File: config.mk
export PLATFORM = sky130hd
export DESIGN_NAME = eth_ipv4_l4_header_extractor_top
export DESIGN_NICKNAME = d
export VERILOG_FILES = /design/src/rtl/eil4_pkg.sv /design/src/rtl/eil4_capture.sv /design/src/rtl/eth_ipv4_l4_header_extractor_top.sv
export SDC_FILE = /design/constraint.sdc
export NUM_CORES = 1
export LEC_CHECK = 0
export CAP_MARGIN = 20
export CORE_UTILIZATION = 32
export CTS_CLUSTER_SIZE = 24
export DETAILED_ROUTE_END_ITERATION = 12
export DONT_BUFFER_PORTS = 1
export SYNTH_ARGS = -nofsm -noshare
export SYNTH_HDL_FRONTEND = slang
export SYNTH_SLANG_ARGS = --single-unit
File: constraint.sdc
create_clock -name clock -period 10.7 [get_ports clock]
set_clock_uncertainty 0.1 [all_clocks]
set_input_delay 1.07 -clock clock [delete_from_list [all_inputs] [get_ports clock]]
set_output_delay 1.07 -clock clock [all_outputs]
set_load 0.05 [all_outputs]
File: src/rtl/eil4_pkg.sv
// Package for the Ethernet/IPv4/L4 header extractor.
// Holds the frame offsets, protocol codes and the result summary type.
// It has no dependencies.
package eil4_pkg;

   localparam int unsigned ETH_LEN      = 14;
   localparam int unsigned HDR_MIN      = 34;
   localparam int unsigned TYPE_HI_POS  = 12;
   localparam int unsigned TYPE_LO_POS  = 13;
   localparam int unsigned IHL_POS      = 14;
   localparam int unsigned PROTO_POS    = 23;
   localparam int unsigned SADDR_FIRST  = 26;
   localparam int unsigned SADDR_LAST   = 29;
   localparam int unsigned DADDR_FIRST  = 30;
   localparam int unsigned DADDR_LAST   = 33;
   localparam int unsigned TCP_HDR_LEN  = 20;
   localparam int unsigned UDP_HDR_LEN  = 8;
   localparam int unsigned SPORT_HI_REL = 0;
   localparam int unsigned SPORT_LO_REL = 1;
   localparam int unsigned DPORT_HI_REL = 2;
   localparam int unsigned DPORT_LO_REL = 3;
   localparam int unsigned FLAGS_REL    = 13;
   localparam int unsigned LEN_W        = 12;

   localparam logic [15:0] IPV4_TYPE = 16'h0800;
   localparam logic [7:0]  PROTO_TCP = 8'd6;
   localparam logic [7:0]  PROTO_UDP = 8'd17;

   typedef enum logic [1:0] {
      PORTS_NONE = 2'd0,
      PORTS_TCP  = 2'd1,
      PORTS_UDP  = 2'd2
   } ports_kind_type;

   typedef struct packed {
      logic [31:0]      frame_number;
      logic [LEN_W-1:0] frame_length;
      logic [15:0]      ether_type;
      logic             is_ipv4;
      logic [7:0]       ip_protocol;
      logic [31:0]      source_address;
      logic [31:0]      dest_address;
      ports_kind_type   ports_kind;
      logic [15:0]      source_port;
      logic [15:0]      dest_port;
      logic [4:0]       tcp_flag_bits;
   } summary_type;

endpackage

File: src/rtl/eil4_capture.sv
// Per-frame field capture and frame summary for the header extractor.
// Holds the byte position, captured header fields and the frame counter.
// Depends on eil4_pkg.
module eil4_capture #(
   parameter int unsigned MAX_FRAME = 2048
) (
   input  logic                 clock,
   input  logic                 reset,
   input  logic                 step,
   input  logic [7:0]           frame_byte,
   input  logic                 last_byte,
   output logic                 emit,
   output eil4_pkg::summary_type summary
);

   localparam int unsigned PW = $clog2(MAX_FRAME + 1);

   logic [PW-1:0] pos_ff, pos_in, pos_nx, rel, off_x;
   logic [15:0]   type_ff, type_in, type_nx;
   logic [3:0]    hw_ff, hw_in, hw_nx;
   logic [7:0]    proto_ff, proto_in, proto_nx;
   logic [31:0]   saddr_ff, saddr_in, saddr_nx;
   logic [31:0]   daddr_ff, daddr_in, daddr_nx;
   logic [15:0]   sport_ff, sport_in, sport_nx;
   logic [15:0]   dport_ff, dport_in, dport_nx;
   logic [4:0]    flag_ff, flag_in, flag_nx;
   logic [31:0]   count_ff, count_in;
   logic [6:0]    off;
   logic          in_range;
   logic          ipv4;
   eil4_pkg::ports_kind_type kind;

   always_comb begin
      pos_nx   = pos_ff;
      type_nx  = type_ff;
      hw_nx    = hw_ff;
      proto_nx = proto_ff;
      saddr_nx = saddr_ff;
      daddr_nx = daddr_ff;
      sport_nx = sport_ff;
      dport_nx = dport_ff;
      flag_nx  = flag_ff;
      rel      = '0;
      in_range = pos_ff < PW'(MAX_FRAME);

      if (in_range) begin
         pos_nx = pos_ff + PW'(1);
         if (pos_ff == PW'(eil4_pkg::TYPE_HI_POS)) begin
            type_nx = {frame_byte, type_ff[7:0]};
         end else if (pos_ff == PW'(eil4_pkg::TYPE_LO_POS)) begin
            type_nx = {type_ff[15:8], frame_byte};
         end else if (pos_ff == PW'(eil4_pkg::IHL_POS)) begin
            hw_nx = frame_byte[3:0];
         end else if (pos_ff == PW'(eil4_pkg::PROTO_POS)) begin
            proto_nx = frame_byte;
         end else if (pos_ff >= PW'(eil4_pkg::SADDR_FIRST) &&
                      pos_ff <= PW'(eil4_pkg::SADDR_LAST)) begin
            saddr_nx = {saddr_ff[23:0], frame_byte};
         end else if (pos_ff >= PW'(eil4_pkg::DADDR_FIRST) &&
                      pos_ff <= PW'(eil4_pkg::DADDR_LAST)) begin
            daddr_nx = {daddr_ff[23:0], frame_byte};
         end
      end

      // The L4 offset already sees an IHL nibble taken from this same byte.
      off   = 7'(eil4_pkg::ETH_LEN) + {1'b0, hw_nx, 2'b00};
      off_x = PW'(off);

      if (in_range && pos_ff >= PW'(eil4_pkg::ETH_LEN) && pos_ff >= off_x) begin
         rel = pos_ff - off_x;
         if (rel == PW'(eil4_pkg::SPORT_HI_REL)) begin
            sport_nx = {frame_byte, sport_ff[7:0]};
         end else if (rel == PW'(eil4_pkg::SPORT_LO_REL)) begin
            sport_nx = {sport_ff[15:8], frame_byte};
         end else if (rel == PW'(eil4_pkg::DPORT_HI_REL)) begin
            dport_nx = {frame_byte, dport_ff[7:0]};
         end else if (rel == PW'(eil4_pkg::DPORT_LO_REL)) begin
            dport_nx = {dport_ff[15:8], frame_byte};
         end else if (rel == PW'(eil4_pkg::FLAGS_REL)) begin
            flag_nx = frame_byte[4:0];
         end
      end
   end

   always_comb begin
      ipv4 = type_nx == eil4_pkg::IPV4_TYPE;
      kind = eil4_pkg::PORTS_NONE;
      if (ipv4) begin
         if (proto_nx == eil4_pkg::PROTO_TCP &&
             pos_nx >= off_x + PW'(eil4_pkg::TCP_HDR_LEN)) begin
            kind = eil4_pkg::PORTS_TCP;
         end else if (proto_nx == eil4_pkg::PROTO_UDP &&
                      pos_nx >= off_x + PW'(eil4_pkg::UDP_HDR_LEN)) begin
            kind = eil4_pkg::PORTS_UDP;
         end
      end

      emit = last_byte && (pos_nx >= PW'(eil4_pkg::HDR_MIN));

      summary.frame_number   = count_ff + 32'd1;
      summary.frame_length   = eil4_pkg::LEN_W'(pos_nx);
      summary.ether_type     = type_nx;
      summary.is_ipv4        = ipv4;
      summary.ip_protocol    = ipv4 ? proto_nx : 8'd0;
      summary.source_address = ipv4 ? saddr_nx : 32'd0;
      summary.dest_address   = ipv4 ? daddr_nx : 32'd0;
      summary.ports_kind     = kind;
      summary.source_port    = (kind != eil4_pkg::PORTS_NONE) ? sport_nx : 16'd0;
      summary.dest_port      = (kind != eil4_pkg::PORTS_NONE) ? dport_nx : 16'd0;
      summary.tcp_flag_bits  = (kind == eil4_pkg::PORTS_TCP) ? flag_nx : 5'd0;
   end

   always_comb begin
      pos_in   = pos_ff;
      type_in  = type_ff;
      hw_in    = hw_ff;
      proto_in = proto_ff;
      saddr_in = saddr_ff;
      daddr_in = daddr_ff;
      sport_in = sport_ff;
      dport_in = dport_ff;
      flag_in  = flag_ff;
      count_in = count_ff;
      if (step) begin
         if (last_byte) begin
            pos_in   = '0;
            type_in  = '0;
            hw_in    = '0;
            proto_in = '0;
            saddr_in = '0;
            daddr_in = '0;
            sport_in = '0;
            dport_in = '0;
            flag_in  = '0;
            count_in = count_ff + 32'd1;
         end else begin
            pos_in   = pos_nx;
            type_in  = type_nx;
            hw_in    = hw_nx;
            proto_in = proto_nx;
            saddr_in = saddr_nx;
            daddr_in = daddr_nx;
            sport_in = sport_nx;
            dport_in = dport_nx;
            flag_in  = flag_nx;
         end
      end
   end

   always_ff @(posedge clock) begin
      if (reset) begin
         pos_ff   <= '0;
         type_ff  <= '0;
         hw_ff    <= '0;
         proto_ff <= '0;
         saddr_ff <= '0;
         daddr_ff <= '0;
         sport_ff <= '0;
         dport_ff <= '0;
         flag_ff  <= '0;
         count_ff <= '0;
      end else begin
         pos_ff   <= pos_in;
         type_ff  <= type_in;
         hw_ff    <= hw_in;
         proto_ff <= proto_in;
         saddr_ff <= saddr_in;
         daddr_ff <= daddr_in;
         sport_ff <= sport_in;
         dport_ff <= dport_in;
         flag_ff  <= flag_in;
         count_ff <= count_in;
      end
   end

endmodule

File: src/rtl/eth_ipv4_l4_header_extractor_top.sv
// Top level of the Ethernet/IPv4/L4 header extractor.
// Holds the input byte register, the result register and the stream handshakes.
// Depends on eil4_pkg and eil4_capture.

// The block takes one frame byte per clock cycle unless the input is stalled
// (see below). Each byte passes through an input register and then updates
// the captured header fields, and the final byte of a frame loads the result
// register, from which the summary is offered. Input stalls only when a final
// byte finds the result register still holding a summary that has not been
// taken. Frames shorter than 34 bytes are counted but produce no summary, and
// bytes beyond MAX_FRAME are ignored until the final byte.
module eth_ipv4_l4_header_extractor_top #(
   parameter int unsigned MAX_FRAME = 2048
) (
   input  logic         clock,
   input  logic         reset,
   input  logic         req_tvalid,
   output logic         req_tready,
   input  logic [7:0]   req_tdata,   // [7:0] frame_byte
   input  logic         req_tlast,   // last_byte
   output logic         rsp_tvalid,
   input  logic         rsp_tready,
   // [31:0] frame_number, [43:32] frame_length, [59:44] ether_type,
   // [67:60] ip_protocol, [99:68] source_address, [131:100] dest_address,
   // [147:132] source_port, [163:148] dest_port, [168:164] tcp_flag_bits,
   // [175:169] zero
   output logic [175:0] rsp_tdata,
   // [0] is_ipv4, [2:1] ports_kind
   output logic [2:0]   rsp_tuser
);

   logic                  stage_valid_ff, stage_valid_in;
   logic [7:0]            stage_byte_ff;
   logic                  stage_last_ff;
   logic                  advance;
   logic                  emit;
   logic                  load;
   logic                  rsp_valid_ff, rsp_valid_in;
   eil4_pkg::summary_type summary;
   eil4_pkg::summary_type rsp_ff;

   assign advance = stage_valid_ff && !(stage_last_ff && rsp_valid_ff && !rsp_tready);
   assign req_tready = !stage_valid_ff || advance;
   assign load = advance && emit;

   always_comb begin
      stage_valid_in = req_tready ? req_tvalid : stage_valid_ff;
      if (load) begin
         rsp_valid_in = 1'b1;
      end else if (rsp_tready) begin
         rsp_valid_in = 1'b0;
      end else begin
         rsp_valid_in = rsp_valid_ff;
      end
   end

   eil4_capture #(
      .MAX_FRAME(MAX_FRAME)
   ) u_capture (
      .clock     (clock),
      .reset     (reset),
      .step      (advance),
      .frame_byte(stage_byte_ff),
      .last_byte (stage_last_ff),
      .emit      (emit),
      .summary   (summary)
   );

   always_ff @(posedge clock) begin
      if (reset) begin
         stage_valid_ff <= 1'b0;
         rsp_valid_ff   <= 1'b0;
      end else begin
         stage_valid_ff <= stage_valid_in;
         rsp_valid_ff   <= rsp_valid_in;
      end
   end

   always_ff @(posedge clock) begin
      if (req_tvalid && req_tready) begin
         stage_byte_ff <= req_tdata;
         stage_last_ff <= req_tlast;
      end
      if (load) begin
         rsp_ff <= summary;
      end
   end

   assign rsp_tvalid = rsp_valid_ff;
   assign rsp_tdata  = {7'd0,
                        rsp_ff.tcp_flag_bits,
                        rsp_ff.dest_port,
                        rsp_ff.source_port,
                        rsp_ff.dest_address,
                        rsp_ff.source_address,
                        rsp_ff.ip_protocol,
                        rsp_ff.ether_type,
                        rsp_ff.frame_length,
                        rsp_ff.frame_number};
   assign rsp_tuser  = {rsp_ff.ports_kind, rsp_ff.is_ipv4};

   a_stall_only_on_last: assert property (@(posedge clock) disable iff (reset)
      !req_tready |-> stage_valid_ff && stage_last_ff && rsp_valid_ff)
      else $error("Input stalled without a pending final byte and full result.");

   a_load_when_free: assert property (@(posedge clock) disable iff (reset)
      load |-> !rsp_valid_ff || rsp_tready)
      else $error("Result register overwritten before it was taken.");

   a_ports_need_ipv4: assert property (@(posedge clock) disable iff (reset)
      rsp_valid_ff && rsp_ff.ports_kind != eil4_pkg::PORTS_NONE |-> rsp_ff.is_ipv4)
      else $error("Ports reported for a frame that is not IPv4.");

   a_flags_only_tcp: assert property (@(posedge clock) disable iff (reset)
      rsp_valid_ff && rsp_ff.ports_kind != eil4_pkg::PORTS_TCP
      |-> rsp_ff.tcp_flag_bits == 5'd0)
      else $error("TCP flags reported for a frame without a TCP header.");

endmodule

==> results of run 1 <==
## cells by family after synthesis
| kind of cell | after synthesis | synth area share (%) |
|---|---|---|
| and+or+nand+nor | 592 | 18.3 |
| DFF | 356 | 55.6 |
| AOI/OAI and AO/OA | 290 | 12.1 |
| buffers and inverters | 142 | 3.63 |
| xor gates and xnor gates | 68 | 3.70 |
| muxes | 68 | 4.43 |
| adders and majority gates | 28 | 2.23 |
| other | 1 | 0.0233 |
## state kept, by name, summed over array words and instances, names as in the netlist, 12 cells and up
signal	flops
rsp_tdata	169
u_capture.count_ff	32
u_capture.daddr_ff	32
u_capture.saddr_ff	32
u_capture.dport_ff	16
u_capture.sport_ff	16
u_capture.type_ff	16
u_capture.pos_ff	12
## per-layer routing
layer | share of wire (%) | vias up | GRT usage, %
met5 | 0 | - | 0
met1 | 44 | 5733 | 22.7
met3 | 6.8 | 69 | 4.89
met4 | 2.2 | 0 | 4.97
li1 | - | 5452 | -
met2 | 47 | 338 | 27.5
## worst register-to-register path, cell delays in order, from the launching register on
cell and delay (ps):
sky130_fd_sc_hd__dfxtp_1 490, sky130_fd_sc_hd__inv_1 170, sky130_fd_sc_hd__ha_1 280, sky130_fd_sc_hd__nor4b_1 380
sky130_fd_sc_hd__nand4_2 440, sky130_fd_sc_hd__mux2i_1 630, sky130_fd_sc_hd__ha_1 300, sky130_fd_sc_hd__inv_1 80
sky130_fd_sc_hd__xnor2_1 340, sky130_fd_sc_hd__inv_1 110, sky130_fd_sc_hd__ha_1 330, sky130_fd_sc_hd__o21ai_0 110
sky130_fd_sc_hd__o21ba_2 220, sky130_fd_sc_hd__a21oi_1 80, sky130_fd_sc_hd__nor3_1 200, sky130_fd_sc_hd__a31oi_2 320
sky130_fd_sc_hd__nor4_4 980, sky130_fd_sc_hd__mux2i_1 290, sky130_fd_sc_hd__nor2_1 60
## worst min path at each step
stage,startpoint,endpoint,depth (start not counted)
after global routing,u_capture.sport_ff[8],u_capture.sport_ff[8],1
after detailed placement,u_capture.sport_ff[11],u_capture.sport_ff[11],1
after CTS,u_capture.sport_ff[8],u_capture.sport_ff[8],1
after global placement,u_capture.sport_ff[12],u_capture.sport_ff[12],1
final,u_capture.sport_ff[11],u_capture.sport_ff[11],1
after floorplan,u_capture.sport_ff[10],u_capture.sport_ff[10],1
## power by group
part            total, W  internal (W)  leakage [nW]  switching, W
clock            0.00144      0.000868         0.673      0.000568
sequential       0.00143       0.00142          2.74    0.00000161
combinational  0.0000576     0.0000106          2.31     0.0000470
## final cells by class
class | count | area, µm² | area share [%]
Antenna cell | 1 | 2.50 | 0.0138
Clock buffer | 52 | 1130 | 6.24
Clock inverter | 23 | 255 | 1.41
Inverter | 23 | 91.3 | 0.505
Multi-Input combinational cell | 1053 | 6620 | 36.6
Sequential cell | 356 | 8940 | 49.4
Tap cell | 664 | 831 | 4.59
Timing Repair Buffer | 28 | 230 | 1.27
## cells in the mapped netlist (all sizes together), types with 11 or more instances
| library cell | n |
|---|---|
| nand2 | 185 |
| xnor2 | 36 |
| nor2b | 13 |
| or3 | 16 |
| inv | 23 |
| mux2i | 53 |
| ha | 27 |
| dfxtp | 175 |
| nor4 | 15 |
| o21ai | 32 |
| a21oi | 93 |
| nor2 | 202 |
| nor4b | 28 |
| nand3 | 23 |
| a22oi | 97 |
| mux2 | 15 |
| clkbuf | 94 |
| nor3 | 21 |
| nor3b | 31 |
| a211o | 27 |
| edfxtp | 181 |
| and3 | 11 |
| buf | 25 |
| xor2 | 32 |
## stage by stage
step | setup slack [ps] | util (%) | cell area, µm²
finish | 4540 | 36.7 | 18100
global route | 3960 | 36.7 | 18100
CTS | 4600 | 36.7 | 18100
detailed placement | 4600 | 33.9 | 16700
global placement | 4730 | 33.9 | 16700
floorplan | 4700 | - | 16100
## layout by cell type (no fill, tap or decap), types with 8 or more instances in the layout
cell	n
sky130_fd_sc_hd__and3_1	11
sky130_fd_sc_hd__dfxtp_1	175
sky130_fd_sc_hd__inv_1	22
sky130_fd_sc_hd__nand4_1	8
sky130_fd_sc_hd__o21ai_0	29
sky130_fd_sc_hd__a22oi_1	97
sky130_fd_sc_hd__xor2_1	32
sky130_fd_sc_hd__nor4_1	8
sky130_fd_sc_hd__edfxtp_1	181
sky130_fd_sc_hd__buf_4	27
sky130_fd_sc_hd__nor3b_1	31
sky130_fd_sc_hd__a211o_1	27
sky130_fd_sc_hd__a31oi_1	8
sky130_fd_sc_hd__ha_1	27
sky130_fd_sc_hd__nor4b_1	28
sky130_fd_sc_hd__nor3_1	19
sky130_fd_sc_hd__mux2_2	15
sky130_fd_sc_hd__xnor2_1	36
sky130_fd_sc_hd__nand3_1	23
sky130_fd_sc_hd__nand2_1	185
sky130_fd_sc_hd__mux2i_1	52
sky130_fd_sc_hd__nor2_1	201
sky130_fd_sc_hd__a22o_1	8
sky130_fd_sc_hd__a21oi_1	93
sky130_fd_sc_hd__or3_1	16
sky130_fd_sc_hd__nor2b_1	13
sky130_fd_sc_hd__clkbuf_16	42
==> metrics.md, run 1 <==
| Metric | Value |
|---|---|
| Outcome | `finished, final reports clean` |
| Slowest Stage Delay on Critical Path | `between 900 and 1000 ps` |
| Logic depth of the worst register-to-register path | `18` |
| Clock tree buffer depth | `3` |
| HP Class | `reg2reg` |
| Setup fix buffers added after clock tree synthesis | `0` |
| Clock tree sinks | `356` |
| Leftover overflow at the end of global routing | `0` |
| Worst setup path startpoint | `u_capture.pos_ff[1]` |
| EDFF count, synth | `181` |
| Total number of cells along the worst setup path | `18` |
| DP Wirelength | `between 20 and 30 mm` |
| DRC violation count after routing | `0` |
| Number of warnings printed during yosys synthesis | `0` |
| Data arrival time of the critical path | `roughly 6400 ps` |
| CTS Buf Count | `just over 40` |
| Post-Synthesis Cells | `around 1500` |
| Category of the worst setup path capture point | `flop` |
| Standard cell with the maximum stage delay on the critical path | `sky130_fd_sc_hd__nor4_4` |
| Cell accounting for the most synthesized area | `sky130_fd_sc_hd__edfxtp_1` |
| Top achievable clock speed | `~160 MHz` |
| Static leakage power | `between 5 and 6 nW` |
| CTS clock-pin slew for the worst setup and hold paths | `about 60 ps` |
| Overall power | `~0.003 W` |
| Critical path cell sequence | `inv_1, ha_1, nor4b_1, nand4_2, mux2i_1, ha_1, inv_1, xnor2_1, inv_1, ha_1, o21ai_0, o21ba_2, a21oi_1, nor3_1, a31oi_2, nor4_4, mux2i_1, nor2_1` |
| Drt wl/cell | `20.4 µm` |
| Hold buffer count at cts | `0` |
| Dominant cells by area after synthesis | `sky130_fd_sc_hd__edfxtp_1 34%, sky130_fd_sc_hd__dfxtp_1 22%, sky130_fd_sc_hd__nor2_1 4.7%` |
| Top cell family by delay on the critical path | `simple AND/OR/NAND/NOR gates` |
| IR drop worst, VDD | `0.0926 mV` |
| Actual slew at the worst max-slew pin | `~1000 ps` |
| Final Hold Violating Endpoints | `0` |
| Vias per std cell | `5.27` |
| TritonCTS clock tree | `done` |
| Power per cell area | `161 nW/µm²` |
| Routed Antenna Nets | `0` |
| Clock period minus worst slack | `6160 ps` |
| Total GRT Usage | `around 17%` |
| Nets | `roughly 1500` |
| Clock root buffer master | `sky130_fd_sc_hd__clkbuf_16` |
| I/O pin total | `194` |
| Critical Path End | `rsp_tdata[143]` |
| Die boundary height | `approximately 230 µm` |
| Nature of the critical path startpoint | `flop` |
| Placer's final routability congestion estimate | `0.894` |
| Number of resized instances in the post-cts repair step | `0` |
| Growth of design area from synthesis to finish | `12.6%` |
| Relative max-transition margin | `a little under a third` |
| Setup slack of the worst register-to-register path | `about 4500 ps` |
| Number of flip-flops and latches in the synthesized netlist | `about 360` |
| Crit path buf inv count | `3` |
| Total count of max-transition violations in the final report | `0` |
| Share of the clock period used by the worst path after layout | `between 50% and 60%` |
| Starting utilization of the core area | `between 30% and 40%` |
| CTS H-tree lvls | `2` |
| Number of rows created at floorplan | `between 80 and 90` |
| Maximum number of pins on one net before global-route repair | `between 200 and 250` |
| Placed Cells | `around 2100` |
| Worst Path Max Fanout | `16` |
| IO buf count | `0` |
| Vias after detailed routing | `11600` |
| Number of unique standard cell types used by synthesis | `between 60 and 70` |
| Detailed Route WL | `44.8 mm` |
| Critical path required time | `between 10000 and 15000 ps` |
| RSZ-0062 raised after global routing | `false` |
| Final std cells w/o fill | `2200` |
| Die outline width | `226 µm` |
| Clock latency on the worst-skew pair | `570 ps` |
| Part of the Yosys area used for sequential elements | `around 56%` |
| Final-report setup violation count | `0` |
| Iteration count of the initial detailed-routing pass | `5` |
| Post-synth top flop | `sky130_fd_sc_hd__edfxtp_1` |
| Core area | `approximately 49000 µm²` |
| Drt first-iter violations | `between 900 and 1000` |
| Reg-to-reg endpoint | `rsp_tdata[143]` |
| Path type of the worst setup path | `reg2reg` |
| Syn avg cell area | `10.4 µm²` |
| Antenna violations before repair | `2` |
| Share of the synthesized area in the top cell type | `between 30% and 40%` |
| Max-cap check violation count | `0` |
| Worst hold margin | `about 380 ps` |
| First-pass GRT wire length | `around 67 mm` |
| Mapped cell area | `roughly 16000 µm²` |
| Fill cell total of the finished layout | `4924` |
| Share of final-layout standard cells stronger than drive strength 1 | `under 10%` |
| Fraction of synthesis flops using an asynchronous set or reset pin | `0%` |
| Die area | `a little over 50000 µm²` |
| Final setup TNS | `0 ps` |
| Vias in the first global route | `around 11000` |
| Worst reg2reg path startpoint | `u_capture.pos_ff[1]` |
No activity file was read; power rests on OpenSTA's default activity.
==> inputs of run 2 (changes only) <==
--- a/config.mk
+++ b/config.mk
@@ -5,6 +5,7 @@
 export SDC_FILE = /design/constraint.sdc
 export NUM_CORES = 1
 export LEC_CHECK = 0
+export ABC_AREA = 1
 export CAP_MARGIN = 20
 export CORE_UTILIZATION = 32
 export CTS_CLUSTER_SIZE = 24
==> constraint.sdc (replaced) <==
create_clock -name clock -period 5.03 [get_ports clock]
set_clock_uncertainty 0.1 [all_clocks]
set_input_delay 0.503 -clock clock [delete_from_list [all_inputs] [get_ports clock]]
set_output_delay 0.503 -clock clock [all_outputs]
set_load 0.05 [all_outputs]
==> run 2 against run 1 <==
Synthesized area increased by 2.0%. Sequential power increased by 110%. Largest cell class unchanged. Final area grew 3.1%. Largest power group is now sequential cells. Global-route usage fell by 0.57 points. Synthesized cell count increased by 26%. Sequential share of layout area decreased by 1.5 points.
==> metrics.md, run 2 <==
| Metric | Value |
|---|---|
| First-pass GRT wire length | `68.3 mm` |
| EDFF count, synth | `between 150 and 200` |
| Clock tree sinks | `approximately 360` |
| Relative contribution of combinational cells to total power | `around 2.4%` |
| Total GRT Usage | `between 15 and 20%` |
| Post-Synthesis Cells | `1939` |
| Total count of max-transition violations in the final report | `0` |
| Share of the synthesized area in the top cell type | `~33%` |
| Cell accounting for the most synthesized area | `sky130_fd_sc_hd__edfxtp_1` |
| Switching power summed over all nets | `~0.0013 W` |
| Logic depth of the worst register-to-register path | `25` |
| Power per cell area | `roughly 330 nW/µm²` |
| Number of flip-flops and latches in the synthesized netlist | `356` |
| TritonCTS clock tree | `done` |
| Endpoint of the worst hold path | `stage_valid_ff` |
| Maximum number of pins on one net before global-route repair | `between 100 and 150` |
| Clock tree buffer depth | `3` |
| Static leakage power | `a little over 7 nW` |
| Worst Path Max Fanout | `24` |
| Post-synth top flop | `sky130_fd_sc_hd__edfxtp_1` |
| RSZ-0062 raised after global routing | `false` |
| Starting utilization of the core area | `32.6%` |
| Core area | `50400 µm²` |
| Nets | `roughly 2000` |
| Path type of the worst setup path | `reg2reg` |
| Syn avg cell area | `between 8 and 9 µm²` |
| Vias in the first global route | `approximately 12000` |
| Vias per std cell | `around 4.7` |
| Worst reg2reg path startpoint | `u_capture.pos_ff[1]` |
| Final-report setup violation count | `0` |
| Commonest non-fill, non-tap cell in the layout | `sky130_fd_sc_hd__nand2_1` |
| Hold Path Depth | `2` |
| Die boundary height | `roughly 230 µm` |
| Nature of the critical path startpoint | `flop` |
| Number of rows created at floorplan | `between 80 and 90` |
| I/O pin total | `approximately 190` |
| Cell Int Power | `between 0.004 and 0.005 W` |
| Outcome | `finished, final reports clean` |
| Final setup TNS | `0 ps` |
| DP Wirelength | `29.4 mm` |
| CTS H-tree lvls | `2` |
| Clock Power Share | `between 40 and 50%` |
| Routed Antenna Nets | `0` |
| CTS Buf Count | `40` |
| Number of unique standard cell types used by synthesis | `approximately 50` |
| Final Hold Violating Endpoints | `0` |
| Share of the clock period used by the worst path after layout | `slightly above 90%` |
| Fraction of synthesis flops using an asynchronous set or reset pin | `0%` |
| Net switching fraction of the power | `a little over a fifth` |
| Die area | `approximately 52000 µm²` |
| Drt wl/cell | `~17 µm` |
| IR drop worst, VDD | `0.180 mV` |
| Antenna violations before repair | `0` |
| Critical path required time | `~5200 ps` |
| Worst hold margin | `~29 ps` |
| Most common library cells after synthesis | `452 x sky130_fd_sc_hd__nand2_1, 287 x sky130_fd_sc_hd__inv_1, 195 x sky130_fd_sc_hd__nor2_1` |
| Antenna diode count | `0` |
| Data arrival time of the critical path | `4850 ps` |
| Reg-to-reg endpoint | `rsp_tdata[163]` |
| Max FFs per register | `about 170` |
| Category of the worst setup path capture point | `flop` |
| Growth of design area from synthesis to finish | `13.8%` |
| Actual slew at the worst max-slew pin | `~1100 ps` |
| Max-cap check violation count | `0` |
| Fill cell total of the finished layout | `5024` |
| Register share of total power | `49.0%` |
| Dominant cells by area after synthesis | `sky130_fd_sc_hd__edfxtp_1 33%, sky130_fd_sc_hd__dfxtp_1 21%, sky130_fd_sc_hd__nand2_1 10%` |
| Clock period minus worst slack | `between 4000 and 5000 ps` |
| Top library cells by usage in the layout, fill and taps aside | `452 x sky130_fd_sc_hd__nand2_1, 286 x sky130_fd_sc_hd__inv_1, 190 x sky130_fd_sc_hd__nor2_1, 181 x sky130_fd_sc_hd__edfxtp_1, 173 x sky130_fd_sc_hd__dfxtp_1` |
| Clock latency on the worst-skew pair | `roughly 560 ps` |
| Share of final-layout standard cells stronger than drive strength 1 | `between 8 and 9%` |
| Vias after detailed routing | `between 10000 and 15000` |
| IO buf count | `0` |
| CTS clock-pin slew for the worst setup and hold paths | `around 60 ps` |
| Relative max-transition margin | `between 20 and 30%` |
| Setup slack of the worst register-to-register path | `about 370 ps` |
| Library cell with the highest instance count after synthesis | `sky130_fd_sc_hd__nand2_1` |
| Placer's final routability congestion estimate | `just under 0.9` |
| Drt first-iter violations | `between 900 and 1000` |
| Iteration count of the initial detailed-routing pass | `5` |
| Standard cell with the maximum stage delay on the critical path | `sky130_fd_sc_hd__a2111oi_0` |
| Number of warnings printed during yosys synthesis | `0` |
| Part of the Yosys area used for sequential elements | `54.5%` |
| Clock root buffer master | `sky130_fd_sc_hd__clkbuf_16` |
| Mapped cell area | `between 15000 and 20000 µm²` |
| Die outline width | `~230 µm` |
| Top achievable clock speed | `around 210 MHz` |
| HP Class | `in2reg` |
| Leftover overflow at the end of global routing | `0` |
| Detailed Route WL | `44.4 mm` |
| Slowest Stage Delay on Critical Path | `380 ps` |
| Source of the worst hold timing path | `req_tvalid` |
| DRC violation count after routing | `0` |
-- run 2: worst max-delay path by stage --
stage / start / to / slack, ps / cells after the start
2_1_floorplan: u_capture.pos_ff[1] / rsp_tdata[0] / 20 / 15
4_1_cts: u_capture.pos_ff[1] / rsp_tdata[163] / 160 / 25
3_5_place_dp: u_capture.pos_ff[1] / rsp_tdata[163] / 200 / 25
6_report: u_capture.pos_ff[1] / rsp_tdata[163] / 370 / 25
3_3_place_gp: u_capture.pos_ff[1] / rsp_tdata[158] / 270 / 25
5_1_grt: u_capture.pos_ff[1] / rsp_tdata[137] / 3 / 28
-- run 2: critical path: cells and delay by family, from the launching register on --
kind,cells,cell delay [ps]
XOR/XNOR,1,160
AND/OR/NAND/NOR,12,1500
AO/OA/AOI/OAI,4,790
adder cells (fa/ha/maj),4,940
buffers and inverters,4,590
flip-flops,1,310
-- run 2: repair_timing --
item | CTS | global route
gates resized for setup | 0 | 7
buffers inserted | 0 | 5
hold endpoints to repair | 151 | 0
endpoints found under the setup margin | 0 | 48
hold buffers | 10 | 0
-- run 2: stage by stage --
step           utilization (%)  std cells  cell area, µm²  total power [W]  setup slack, ps
3_3_place_gp              34.0       2554           17100          0.00324              269
3_5_place_dp              34.0       2554           17100          0.00324              198
5_1_grt                   37.0       2642           18700          0.00645             2.64
2_1_floorplan                -       1945           16500          0.00320             18.4
6_report                  37.0       2642           18700          0.00623              367
4_1_cts                   36.9       2637           18600          0.00633              161
-- run 2: logic make-up after synthesis --
| logic type | after synthesis | share of synthesized area, % |
|---|---|---|
| other cells | 1 | 0.0229 |
| xor+xnor | 40 | 2.14 |
| fa+ha+maj | 29 | 2.26 |
| simple gates | 812 | 21.2 |
| buf+inv | 385 | 9.26 |
| compound gates | 316 | 10.6 |
| flops | 356 | 54.5 |
-- run 2: layout make-up --
class | count | area, µm² | area share (%)
Multi-Input combinational cell | 1204 | 6020 | 32.3
Sequential cell | 356 | 8940 | 47.9
Clock inverter | 27 | 304 | 1.63
Tap cell | 672 | 841 | 4.51
Clock buffer | 46 | 1050 | 5.65
Timing Repair Buffer | 45 | 393 | 2.11
Inverter | 292 | 1100 | 5.92
-- run 2: routing by layer --
metal | vias up | GRT usage [%] | wire (µm)
li1 | 6257 | - | -
met3 | 81 | 4.75 | 3220
met1 | 5824 | 22.1 | 20000
met4 | 0 | 6.25 | 1410
met5 | - | 0 | 0
met2 | 381 | 25.8 | 19800
-- run 2: power groups by stage --
stage / Combinational, W / Sequential [W] / Clock, W
3_5_place_dp: 0.000124 / 0.00312 / 0
5_1_grt: 0.000164 / 0.00305 / 0.00323
3_3_place_gp: 0.000124 / 0.00312 / 0
4_1_cts: 0.000153 / 0.00305 / 0.00312
2_1_floorplan: 0.0000950 / 0.00311 / 0
6_report: 0.000152 / 0.00305 / 0.00303
